**src/hdl/intel_hex_record_loader_defines.svh**
```systemverilog
// Assertion macros for the Intel HEX record loader.
// Included by the modules that carry concurrent checks; needs i_clk and i_rst_n in scope.
`ifndef INTEL_HEX_RECORD_LOADER_DEFINES_SVH
`define INTEL_HEX_RECORD_LOADER_DEFINES_SVH

`ifndef NO_ASSERTIONS
// Same-cycle implication.
`define IHEX_ASSERT_NOW(label, ante, cons) \
    label: assert property (@(posedge i_clk) disable iff (!i_rst_n) (ante) |-> (cons)) \
        else $error("ihex assertion failed");
// Next-cycle implication.
`define IHEX_ASSERT_NEXT(label, ante, cons) \
    label: assert property (@(posedge i_clk) disable iff (!i_rst_n) (ante) |=> (cons)) \
        else $error("ihex assertion failed");
`else
`define IHEX_ASSERT_NOW(label, ante, cons)
`define IHEX_ASSERT_NEXT(label, ante, cons)
`endif

`endif

```
**src/hdl/ihex_pkg.sv**
```systemverilog
// Shared types, codes and constants of the Intel HEX record loader.
// No dependencies; imported by every module of the block.
`timescale 1ns / 1ps

package ihex_pkg;

    localparam int MAX_DATA_DEFAULT = 32;

    localparam int          ADDR_W          = 17;
    localparam logic [16:0] ADDR_MASK_RESET = 17'h0FFFF;
    localparam logic [9:0]  POS_LIMIT       = 10'd1023;
    localparam logic [9:0]  HDR_END         = 10'd11;
    localparam logic [8:0]  FIRST_DATA_PAIR = 9'd5;
    localparam logic [7:0]  CH_COLON        = 8'h3A;
    localparam logic [4:0]  HEX_INVALID     = 5'd16;

    localparam logic OP_CHAR = 1'b0;
    localparam logic OP_EOL  = 1'b1;

    localparam logic KIND_WRITE  = 1'b0;
    localparam logic KIND_STATUS = 1'b1;

    localparam logic [7:0] REC_DATA = 8'd0;
    localparam logic [7:0] REC_EOF  = 8'd1;

    localparam logic [1:0] LS_BLANK    = 2'd0;
    localparam logic [1:0] LS_ACCEPTED = 2'd1;
    localparam logic [1:0] LS_BAD      = 2'd2;
    localparam logic [1:0] LS_REFUSED  = 2'd3;

    typedef struct packed {
        logic       op;
        logic [7:0] ch;
    } t_in_item;

    typedef struct packed {
        logic        kind;
        logic [16:0] write_address;
        logic [7:0]  write_byte;
        logic        last;
        logic [1:0]  line_status;
        logic        more_wanted;
        logic [31:0] record_count;
        logic [31:0] byte_count;
        logic [31:0] bad_count;
    } t_out_item;

    typedef enum logic [1:0] {
        S_IDLE,
        S_READ,
        S_WRITE,
        S_STATUS
    } t_state;

    // Commands from the controller to the datapath.
    typedef struct packed {
        logic take_char;
        logic eval_line;
        logic rd_buf;
        logic load_write;
        logic load_status;
    } t_dp_cmd;

    // Status from the datapath to the controller.
    typedef struct packed {
        logic has_writes;
        logic last_write;
        logic out_free;
    } t_dp_stat;

    function automatic logic [4:0] hex_value(input logic [7:0] c);
        logic [4:0] v;
        if (c inside {[8'h30:8'h39]}) begin
            v = 5'(c - 8'h30);
        end else if (c inside {[8'h61:8'h66]}) begin
            v = 5'(c - 8'h57);
        end else if (c inside {[8'h41:8'h46]}) begin
            v = 5'(c - 8'h37);
        end else begin
            v = HEX_INVALID;
        end
        return v;
    endfunction

endpackage

```
**src/hdl/ihex_ctrl.sv**
```systemverilog
// Controller of the Intel HEX record loader: sequences line evaluation and the write drain.
// Depends on ihex_pkg; drives the datapath through t_dp_cmd.
`timescale 1ns / 1ps

module ihex_ctrl
    import ihex_pkg::*;
(
    input  logic     i_clk,
    input  logic     i_rst_n,
    input  logic     i_in_valid,
    input  logic     i_in_op,
    output logic     o_in_ready,
    input  t_dp_stat i_stat,
    output t_dp_cmd  o_cmd
);

    t_state r_state;
    t_state n_state;

    always_ff @(posedge i_clk) begin
        if (!i_rst_n) begin
            r_state <= S_IDLE;
        end else begin
            r_state <= n_state;
        end
    end

    always_comb begin
        n_state    = r_state;
        o_in_ready = 1'b0;
        o_cmd      = '0;
        case (r_state)
            S_IDLE: begin
                o_in_ready = 1'b1;
                if (i_in_valid) begin
                    if (i_in_op == OP_CHAR) begin
                        o_cmd.take_char = 1'b1;
                    end else begin
                        o_cmd.eval_line = 1'b1;
                        n_state = i_stat.has_writes ? S_READ : S_STATUS;
                    end
                end
            end
            S_READ: begin
                o_cmd.rd_buf = 1'b1;
                n_state      = S_WRITE;
            end
            S_WRITE: begin
                // hold the byte until the output register is free
                if (i_stat.out_free) begin
                    o_cmd.load_write = 1'b1;
                    n_state = i_stat.last_write ? S_STATUS : S_READ;
                end
            end
            S_STATUS: begin
                if (i_stat.out_free) begin
                    o_cmd.load_status = 1'b1;
                    n_state = S_IDLE;
                end
            end
            default: begin
                n_state = S_IDLE;
            end
        endcase
    end

endmodule

```
**src/hdl/ihex_datapath.sv**
```systemverilog
// Datapath of the Intel HEX record loader: character parser, data buffer, totals, output register.
// Depends on ihex_pkg and the assertion macros in intel_hex_record_loader_defines.svh.
`timescale 1ns / 1ps
`include "intel_hex_record_loader_defines.svh"

module ihex_datapath
    import ihex_pkg::*;
#(
    parameter int MAX_DATA = MAX_DATA_DEFAULT
) (
    input  logic        i_clk,
    input  logic        i_rst_n,
    input  logic        i_cfg_we,
    input  logic [16:0] i_cfg_data,
    input  t_in_item    i_in,
    input  t_dp_cmd     i_cmd,
    output t_dp_stat    o_stat,
    output logic        o_out_valid,
    input  logic        i_out_ready,
    output t_out_item   o_out
);

    localparam int IW = (MAX_DATA > 1) ? $clog2(MAX_DATA) : 1;

    logic [16:0] r_addr_mask;
    logic [9:0]  r_pos,      n_pos;
    logic        r_early,    n_early;
    logic        r_failed,   n_failed;
    logic [3:0]  r_hi_nib,   n_hi_nib;
    logic [7:0]  r_len,      n_len;
    logic [15:0] r_addr,     n_addr;
    logic [7:0]  r_type,     n_type;
    logic [7:0]  r_sum,      n_sum;
    logic        r_end_seen, n_end_seen;
    logic [31:0] r_records,  n_records;
    logic [31:0] r_bytes,    n_bytes;
    logic [31:0] r_bad,      n_bad;
    logic [1:0]  r_status,   n_status;
    logic [IW-1:0] r_idx,    n_idx;
    logic [7:0]  r_rd_data;
    logic        r_out_valid, n_out_valid;
    t_out_item   r_out,       n_out;

    logic [7:0]  r_buf [MAX_DATA];

    logic [9:0]  rec_end;
    logic [4:0]  digit;
    logic [7:0]  pair_byte;
    logic [8:0]  buf_k;
    logic        buf_we;
    logic [1:0]  line_class;
    logic        out_free;

    assign rec_end   = {1'b0, r_len, 1'b0} + HDR_END;
    assign digit     = hex_value(i_in.ch);
    assign pair_byte = {r_hi_nib, digit[3:0]};
    assign buf_k     = r_pos[9:1] - FIRST_DATA_PAIR;
    assign out_free  = !r_out_valid || i_out_ready;

    always_comb begin
        if (r_end_seen) begin
            line_class = LS_REFUSED;
        end else if (r_pos == '0) begin
            line_class = LS_BLANK;
        end else if (r_failed || (r_pos < rec_end) || (r_sum != '0)
                     || ((r_type == REC_DATA) && (r_len > 8'(MAX_DATA)))) begin
            line_class = LS_BAD;
        end else begin
            line_class = LS_ACCEPTED;
        end
    end

    assign o_stat.has_writes = (line_class == LS_ACCEPTED) && (r_type == REC_DATA)
                               && (r_len != '0);
    assign o_stat.last_write = ({{(8 - IW){1'b0}}, r_idx} + 8'd1) == r_len;
    assign o_stat.out_free   = out_free;

    always_comb begin
        n_pos      = r_pos;
        n_early    = r_early;
        n_failed   = r_failed;
        n_hi_nib   = r_hi_nib;
        n_len      = r_len;
        n_addr     = r_addr;
        n_type     = r_type;
        n_sum      = r_sum;
        n_end_seen = r_end_seen;
        n_records  = r_records;
        n_bytes    = r_bytes;
        n_bad      = r_bad;
        n_status   = r_status;
        n_idx      = r_idx;
        buf_we     = 1'b0;

        if (i_cmd.take_char) begin
            if (!r_end_seen && !r_early && (r_pos != POS_LIMIT)) begin
                if (i_in.ch == '0) begin
                    n_early = 1'b1;
                end else begin
                    n_pos = r_pos + 10'd1;
                    if (r_failed) begin
                        // drop the rest of a failed line
                    end else if (r_pos == '0) begin
                        n_failed = (i_in.ch != CH_COLON);
                    end else if (r_pos >= rec_end) begin
                        // past the checksum: ignore
                    end else if (digit == HEX_INVALID) begin
                        n_failed = 1'b1;
                    end else if (r_pos[0]) begin
                        n_hi_nib = digit[3:0];
                    end else begin
                        n_sum = r_sum + pair_byte;
                        case (r_pos)
                            10'd2:   n_len = pair_byte;
                            10'd4:   n_addr = {pair_byte, r_addr[7:0]};
                            10'd6:   n_addr = {r_addr[15:8], pair_byte};
                            10'd8:   n_type = pair_byte;
                            default: begin
                                buf_we = (buf_k < {1'b0, r_len}) && (buf_k < 9'(MAX_DATA));
                            end
                        endcase
                    end
                end
            end
        end

        if (i_cmd.eval_line) begin
            n_status = line_class;
            n_idx    = '0;
            if (line_class == LS_BAD) begin
                n_bad = r_bad + 32'd1;
            end else if (line_class == LS_ACCEPTED) begin
                n_records = r_records + 32'd1;
                if (r_type == REC_DATA) begin
                    n_bytes = r_bytes + 32'(r_len);
                end
                if (r_type == REC_EOF) begin
                    n_end_seen = 1'b1;
                end
            end
        end

        if (i_cmd.load_write) begin
            n_idx = r_idx + IW'(1);
        end

        // clear the line once its status has gone out
        if (i_cmd.load_status) begin
            n_pos    = '0;
            n_early  = 1'b0;
            n_failed = 1'b0;
            n_hi_nib = '0;
            n_len    = '0;
            n_addr   = '0;
            n_type   = '0;
            n_sum    = '0;
        end
    end

    always_comb begin
        n_out       = r_out;
        n_out_valid = r_out_valid && !i_out_ready;
        if (i_cmd.load_write) begin
            n_out               = '0;
            n_out.kind          = KIND_WRITE;
            n_out.write_address = ({1'b0, r_addr} + 17'(r_idx)) & r_addr_mask;
            n_out.write_byte    = r_rd_data;
            n_out_valid         = 1'b1;
        end else if (i_cmd.load_status) begin
            n_out              = '0;
            n_out.kind         = KIND_STATUS;
            n_out.last         = 1'b1;
            n_out.line_status  = r_status;
            n_out.more_wanted  = !r_end_seen;
            n_out.record_count = r_records;
            n_out.byte_count   = r_bytes;
            n_out.bad_count    = r_bad;
            n_out_valid        = 1'b1;
        end
    end

    always_ff @(posedge i_clk) begin
        if (!i_rst_n) begin
            r_addr_mask <= ADDR_MASK_RESET;
            r_pos       <= '0;
            r_early     <= 1'b0;
            r_failed    <= 1'b0;
            r_hi_nib    <= '0;
            r_len       <= '0;
            r_addr      <= '0;
            r_type      <= '0;
            r_sum       <= '0;
            r_end_seen  <= 1'b0;
            r_records   <= '0;
            r_bytes     <= '0;
            r_bad       <= '0;
            r_status    <= LS_BLANK;
            r_idx       <= '0;
            r_out_valid <= 1'b0;
        end else begin
            if (i_cfg_we) begin
                r_addr_mask <= i_cfg_data;
            end
            r_pos       <= n_pos;
            r_early     <= n_early;
            r_failed    <= n_failed;
            r_hi_nib    <= n_hi_nib;
            r_len       <= n_len;
            r_addr      <= n_addr;
            r_type      <= n_type;
            r_sum       <= n_sum;
            r_end_seen  <= n_end_seen;
            r_records   <= n_records;
            r_bytes     <= n_bytes;
            r_bad       <= n_bad;
            r_status    <= n_status;
            r_idx       <= n_idx;
            r_out_valid <= n_out_valid;
        end
    end

    always_ff @(posedge i_clk) begin
        r_out <= n_out;
    end

    // data byte buffer: one write port, one registered read port
    always_ff @(posedge i_clk) begin
        if (buf_we) begin
            r_buf[buf_k[IW-1:0]] <= pair_byte;
        end
        if (i_cmd.rd_buf) begin
            r_rd_data <= r_buf[r_idx];
        end
    end

    assign o_out_valid = r_out_valid;
    assign o_out       = r_out;

    `IHEX_ASSERT_NOW(a_load_when_free, i_cmd.load_write || i_cmd.load_status, out_free)
    `IHEX_ASSERT_NEXT(a_drain_starts_at_zero, i_cmd.eval_line, r_idx == '0)
    `IHEX_ASSERT_NEXT(a_early_end_holds_pos, r_early && i_cmd.take_char, $stable(r_pos))
    `IHEX_ASSERT_NEXT(a_end_seen_sticks, r_end_seen, r_end_seen)

endmodule

```
**src/hdl/intel_hex_record_loader.sv**
```systemverilog
// Intel HEX record loader: one character (or end-of-line mark) per input item; a line
// yields masked memory writes of its data bytes and then one status item. A character
// is taken whenever the block is idle. An end-of-line mark is evaluated, then each data
// byte is read from the byte buffer and then loaded into the output register, and last
// the status item is loaded; each load waits while o_out is stalled.
// Input is taken again as soon as the status item sits in the output register.
// The user writes address_mask through i_cfg_we / i_cfg_data only while the block is
// idle; the block does not enforce it. Depends on ihex_pkg, ihex_ctrl and ihex_datapath.
`timescale 1ns / 1ps

module intel_hex_record_loader
    import ihex_pkg::*;
#(
    parameter int MAX_DATA = MAX_DATA_DEFAULT
) (
    input  logic        i_clk,
    input  logic        i_rst_n,
    input  logic        i_cfg_we,
    input  logic [16:0] i_cfg_data,
    input  logic        i_in_valid,
    output logic        o_in_ready,
    input  t_in_item    i_in,
    output logic        o_out_valid,
    input  logic        i_out_ready,
    output t_out_item   o_out
);

    t_dp_cmd  cmd;
    t_dp_stat stat;

    ihex_ctrl u_ctrl (
        .i_clk      (i_clk),
        .i_rst_n    (i_rst_n),
        .i_in_valid (i_in_valid),
        .i_in_op    (i_in.op),
        .o_in_ready (o_in_ready),
        .i_stat     (stat),
        .o_cmd      (cmd)
    );

    ihex_datapath #(
        .MAX_DATA (MAX_DATA)
    ) u_datapath (
        .i_clk       (i_clk),
        .i_rst_n     (i_rst_n),
        .i_cfg_we    (i_cfg_we),
        .i_cfg_data  (i_cfg_data),
        .i_in        (i_in),
        .i_cmd       (cmd),
        .o_stat      (stat),
        .o_out_valid (o_out_valid),
        .i_out_ready (i_out_ready),
        .o_out       (o_out)
    );

endmodule
```
**config.mk**
```make
export PLATFORM = sky130hd
export DESIGN_NAME = intel_hex_record_loader
export DESIGN_NICKNAME = d
export VERILOG_FILES = /design/src/hdl/ihex_pkg.sv /design/src/hdl/ihex_ctrl.sv /design/src/hdl/ihex_datapath.sv /design/src/hdl/intel_hex_record_loader.sv
export VERILOG_INCLUDE_DIRS = /design/src /design/src/hdl
export SDC_FILE = /design/constraint.sdc
export NUM_CORES = 1
export LEC_CHECK = 0
export BUFFER_PORTS_ARGS = -buffer_cell sky130_fd_sc_hd__buf_4
export CORE_MARGIN = 4
export CORE_UTILIZATION = 40
export DETAILED_ROUTE_END_ITERATION = 10
export SLEW_MARGIN = 10
export SYNTH_ARGS = -nofsm -noshare
export SYNTH_HDL_FRONTEND = slang
export SYNTH_SLANG_ARGS = --single-unit
```
**constraint.sdc**
```tcl
create_clock -name i_clk -period 11.3 [get_ports i_clk]
set_input_delay 0.565 -clock i_clk [delete_from_list [all_inputs] [get_ports i_clk]]
set_output_delay 0.565 -clock i_clk [all_outputs]
set_load 0.1 [all_outputs]
```
==> flow_summary_export.csv <==
group,metric,value,unit
floorplan,placeableCoreArea,61710,sq um
yosys,share_of_flip_flops_with_an_asynchronous_set_or_reset,0,
clock_network,number_of_buffers_added_by_the_clock_tree_synthesis_step,57,
power,part_of_the_power_in_the_clock_network,0.425,
clock_network,cts_setup_buffers,0,
drt,highest-signal-layer,"met4",
yosys,synth_nets,2264,
sta,final_critical_path_setup_slack,7.031,ns
power,power.net_switching,1.038,mW
final_layout,diodes,0,
clock_network,clk_pin_slew,0.06,ns
drt,post_drt_wl_per_cell,19.65,microns
worst_setup_path,critPathLaunchType,"flip-flop",
final_layout,final_util,0.4687,
grt,number_of_antenna_violations_at_the_first_check_in_global_routing,1,
yosys,synth-seq-area-share,0.5735,
grt,grt_usage,0.1852,
sta,timing_worst_slew_pin_value,1.074,ns
yosys,synth_top_area_share,0.3485,
power,power_per_cell_area,149.7,nW/um^2
grt,grt_max_degree,97,
drt,drcViolationCount,0,
power,ir_drop,124.0,uV
clock_network,ctsRootBufferMaster,"clkbuf_16",
floorplan,initial_core_util,0.4036,
power,power.sequential.fraction,0.508,
sta,worst_slew_margin_rel,0.2738,
sta,post-route-period-util,0.3778,
final_layout,layout.cell_area.non_filler,28920,sq um
placed_design,placement.io_buffers,158,
final_layout,post_route_cells_drive_above_1_share,0.1760,
floorplan,dieArea,66320,sq um
sta,max_freq,0.2343,GHz
clock_network,clk-insertion-delay-late,0.62,ns
power,power.leakage,9.459,nW
worst_setup_path,critPathRequiredTime,11.61,ns
power,power_switching_share,0.2397,
placed_design,routabilityCongestion,0.8801,
clock_network,htree_num_levels,2,
floorplan,std_cell_rows,91,
clock_network,ctsLongestPathBuffers,3,
placed_design,place_ws,7.157,ns
drt,drt-initial-drc-count,1444,
floorplan,boundaryPins,159,
sta,clock_skew,0.02687,ns
min_path,hold_path.class,"in -> reg",
drt,postRouteAntennaNets,0,
final_layout,design.final.nets,2404,
final_layout,layout-area-overhead-vs-synth,16.13,%
yosys,synth_cell_type_count,77,
worst_setup_path,critical_path.top_delay_family,"buffers and inverters",
clock_network,tritoncts,"built",
drt,firstDrtPassIters,7,
drt,dr_wl_met3,3.529,mm
clock_network,numClockSinks,569,
run_status,run_status,"complete, no violations",
flow_run,drv_cap,0,
floorplan,die_height,257.5,microns
clock_network,hold_buffers,0,
drt,post_route_m1_wl,28.14,mm
power,pwr-share-comb,0.067,
floorplan,die_x,257.5,microns
yosys,syn_inst,2176,
yosys,yosys_warnings,0,
yosys,ys_dominant_reg_cell,"edfxtp_1",
grt,grt_pass1_vias,16930,
worst_setup_path,critPathCaptureType,"flip-flop",
worst_setup_path,cpMaxStageDelayCell,"dfxtp_1",
worst_setup_path,critical_path_arrival,4.58,ns
yosys,leading_area_contributor_after_synthesis,"edfxtp_1",
placed_design,post_dp_cell_area,27080,sq um
final_layout,filler_cell_count,5590,
sta,timing_max_transition_violations_final,0,
sta,grt_setup_unrepaired,"no",
grt,grt_pass1_wl,98.51,mm
clock_network,cts_repair_resize_count,0,
sta,finalSetupTns,0,ns
sta,report.final.hold_viol_count,0,
yosys,syn_avg_cell_area,11.45,sq um
sta,final_critical_path_required_period,4.269,ns
worst_setup_path,crit_path_cell_chain,"inv_1 > ha_1 > nor2b_1 > nor2_1 > xnor2_1 > inv_1 > ha_1 > o21ai_0 > a21o_1 > a21oi_2 > buf_4 > nor4_1 > buf_4",
sta,setup_viol_count_final,0,
worst_setup_path,crit_path_max_incr_delay,0.66,ns
worst_setup_path,critical_path.max_fanout,32,
worst_setup_path,path_class,"reg -> reg",
worst_setup_path,critPathBufInv,4,
yosys,post_synth_edffs,289,
final_layout,layout_commonest_cell,"nand2_1",
drt,vias_per_cell,5.485,
power,internal-power,3.292,mW
drt,vias,17560,
drt,detail_route.wirelength,62.91,mm
drt,routed-wl-met2,29.92,mm
yosys,synthesis.area,24910,sq um
yosys,synth.ff_latch_count,569,
placed_design,place_hpwl,42.91,mm
final_layout,mostFrequentLayoutCells,"nand2_1, edfxtp_1, dfxtp_1",
grt,grt_overflow_total,0,
yosys,post_synth_main_area_contributors,"edfxtp_1, dfxtp_1, mux4_2",
-- layout make-up --
cell class | count | area (sq um) | share of cell area
flip-flops and latches | 569 | 14300 | 0.4943
multi-input cells | 1428 | 9976 | 0.3449
clock buffers | 80 | 1619 | 0.05598
repair buffers | 210 | 1577 | 0.05451
well taps | 837 | 1047 | 0.03621
clock inverters | 27 | 217.7 | 0.007528
inverters | 50 | 188.9 | 0.006533
-- tightest hold or removal path, stage by stage --
cell and delay [ns]:
buf_4 0.08, mux2i_1 0.06, nand2_1 0.06
-- state kept, by name, summed over array words and instances, names as in the netlist --
name,cells
u_datapath.o_out_valid,1
u_datapath.r_hi_nib,4
u_datapath.r_addr,16
u_datapath.r_end_seen,1
u_datapath.r_type,8
u_datapath.r_bad,32
u_datapath.r_buf,256
u_datapath.r_records,32
u_datapath.o_out,125
u_datapath.r_idx,5
u_datapath.r_addr_mask,17
u_datapath.r_rd_data,8
u_datapath.r_early,1
u_datapath.r_failed,1
u_datapath.r_status,2
u_datapath.r_bytes,32
u_datapath.r_sum,8
u_datapath.r_pos,10
u_ctrl.r_state,2
u_datapath.r_len,8
-- cells by family after synthesis --
logic type,count (synthesis),share of synthesized area
compound gates,339,0.08294
fa+ha+maj,57,0.02954
flops,569,0.5735
xor+xnor,58,0.02040
mux,149,0.1005
buf+inv,179,0.02798
simple gates,825,0.1651
-- stage by stage --
stage	power [mW]	hold slack [ns]	std cells
after floorplan	2.459	0.4292	2176
after global placement	2.538	0.4272	3094
after detailed placement	2.541	0.4307	3094
after CTS	4.380	0.1249	3201
after global routing	4.484	0.1681	3201
final	4.330	0.1646	3201
-- synthesized netlist by cell type (all sizes together), types with 3 or more instances --
master   count
buf         22
o21bai       7
clkbuf     107
nor2        78
ha          54
nand3       97
dfxtp      280
and3        29
nand3b       4
or3         33
o2111ai      6
inv         50
nand2      363
mux2i       60
nand2b      16
o41ai        3
a21boi       3
a21o        12
xnor2       37
nor3        19
and2        18
mux2         9
a211oi       5
mux4        80
o31ai       37
a2111oi      7
o211ai       9
and4        11
or4         47
or4b         3
nand4b       3
or2          5
o21ai      119
nand4       35
a21oi      107
xor2        21
fa           3
nor2b        9
nor4        46
edfxtp     289
-- layer usage --
layer | global-route usage | vias to the layer above
li1 | - | 8363
met1 | 0.2557 | 8654
met2 | 0.3048 | 453
met3 | 0.03385 | 89
met4 | 0.04582 | 0
met5 | 0 | -
-- power by group through the flow --
stage / Sequential (mW) / Combinational (mW) / Clock, mW
after CTS: 2.20 / 0.295 / 1.88
after floorplan: 2.30 / 0.155 / 0
after global routing: 2.20 / 0.312 / 1.97
final: 2.20 / 0.291 / 1.84
after detailed placement: 2.25 / 0.295 / 0
after global placement: 2.25 / 0.293 / 0
-- worst paths after layout --
path	startpoint	endpoint	slack [ns]	cells after the start
setup / recovery	u_datapath.r_pos[2]$_SDFFE_PP0P_	u_datapath.r_buf[11][5]$_DFFE_PP_	7.03	13
hold / removal	i_cfg_data[3]	u_datapath.r_addr_mask[3]$_SDFFE_PN1P_	0.16	3
setup reg to reg	u_datapath.r_pos[2]$_SDFFE_PP0P_	u_datapath.r_buf[11][5]$_DFFE_PP_	7.03	13
hold reg to reg	u_datapath.o_out[97]$_SDFFE_PP0P_	u_datapath.o_out[97]$_SDFFE_PP0P_	0.44	2
Note: power is estimated with default switching activity, not from simulation.
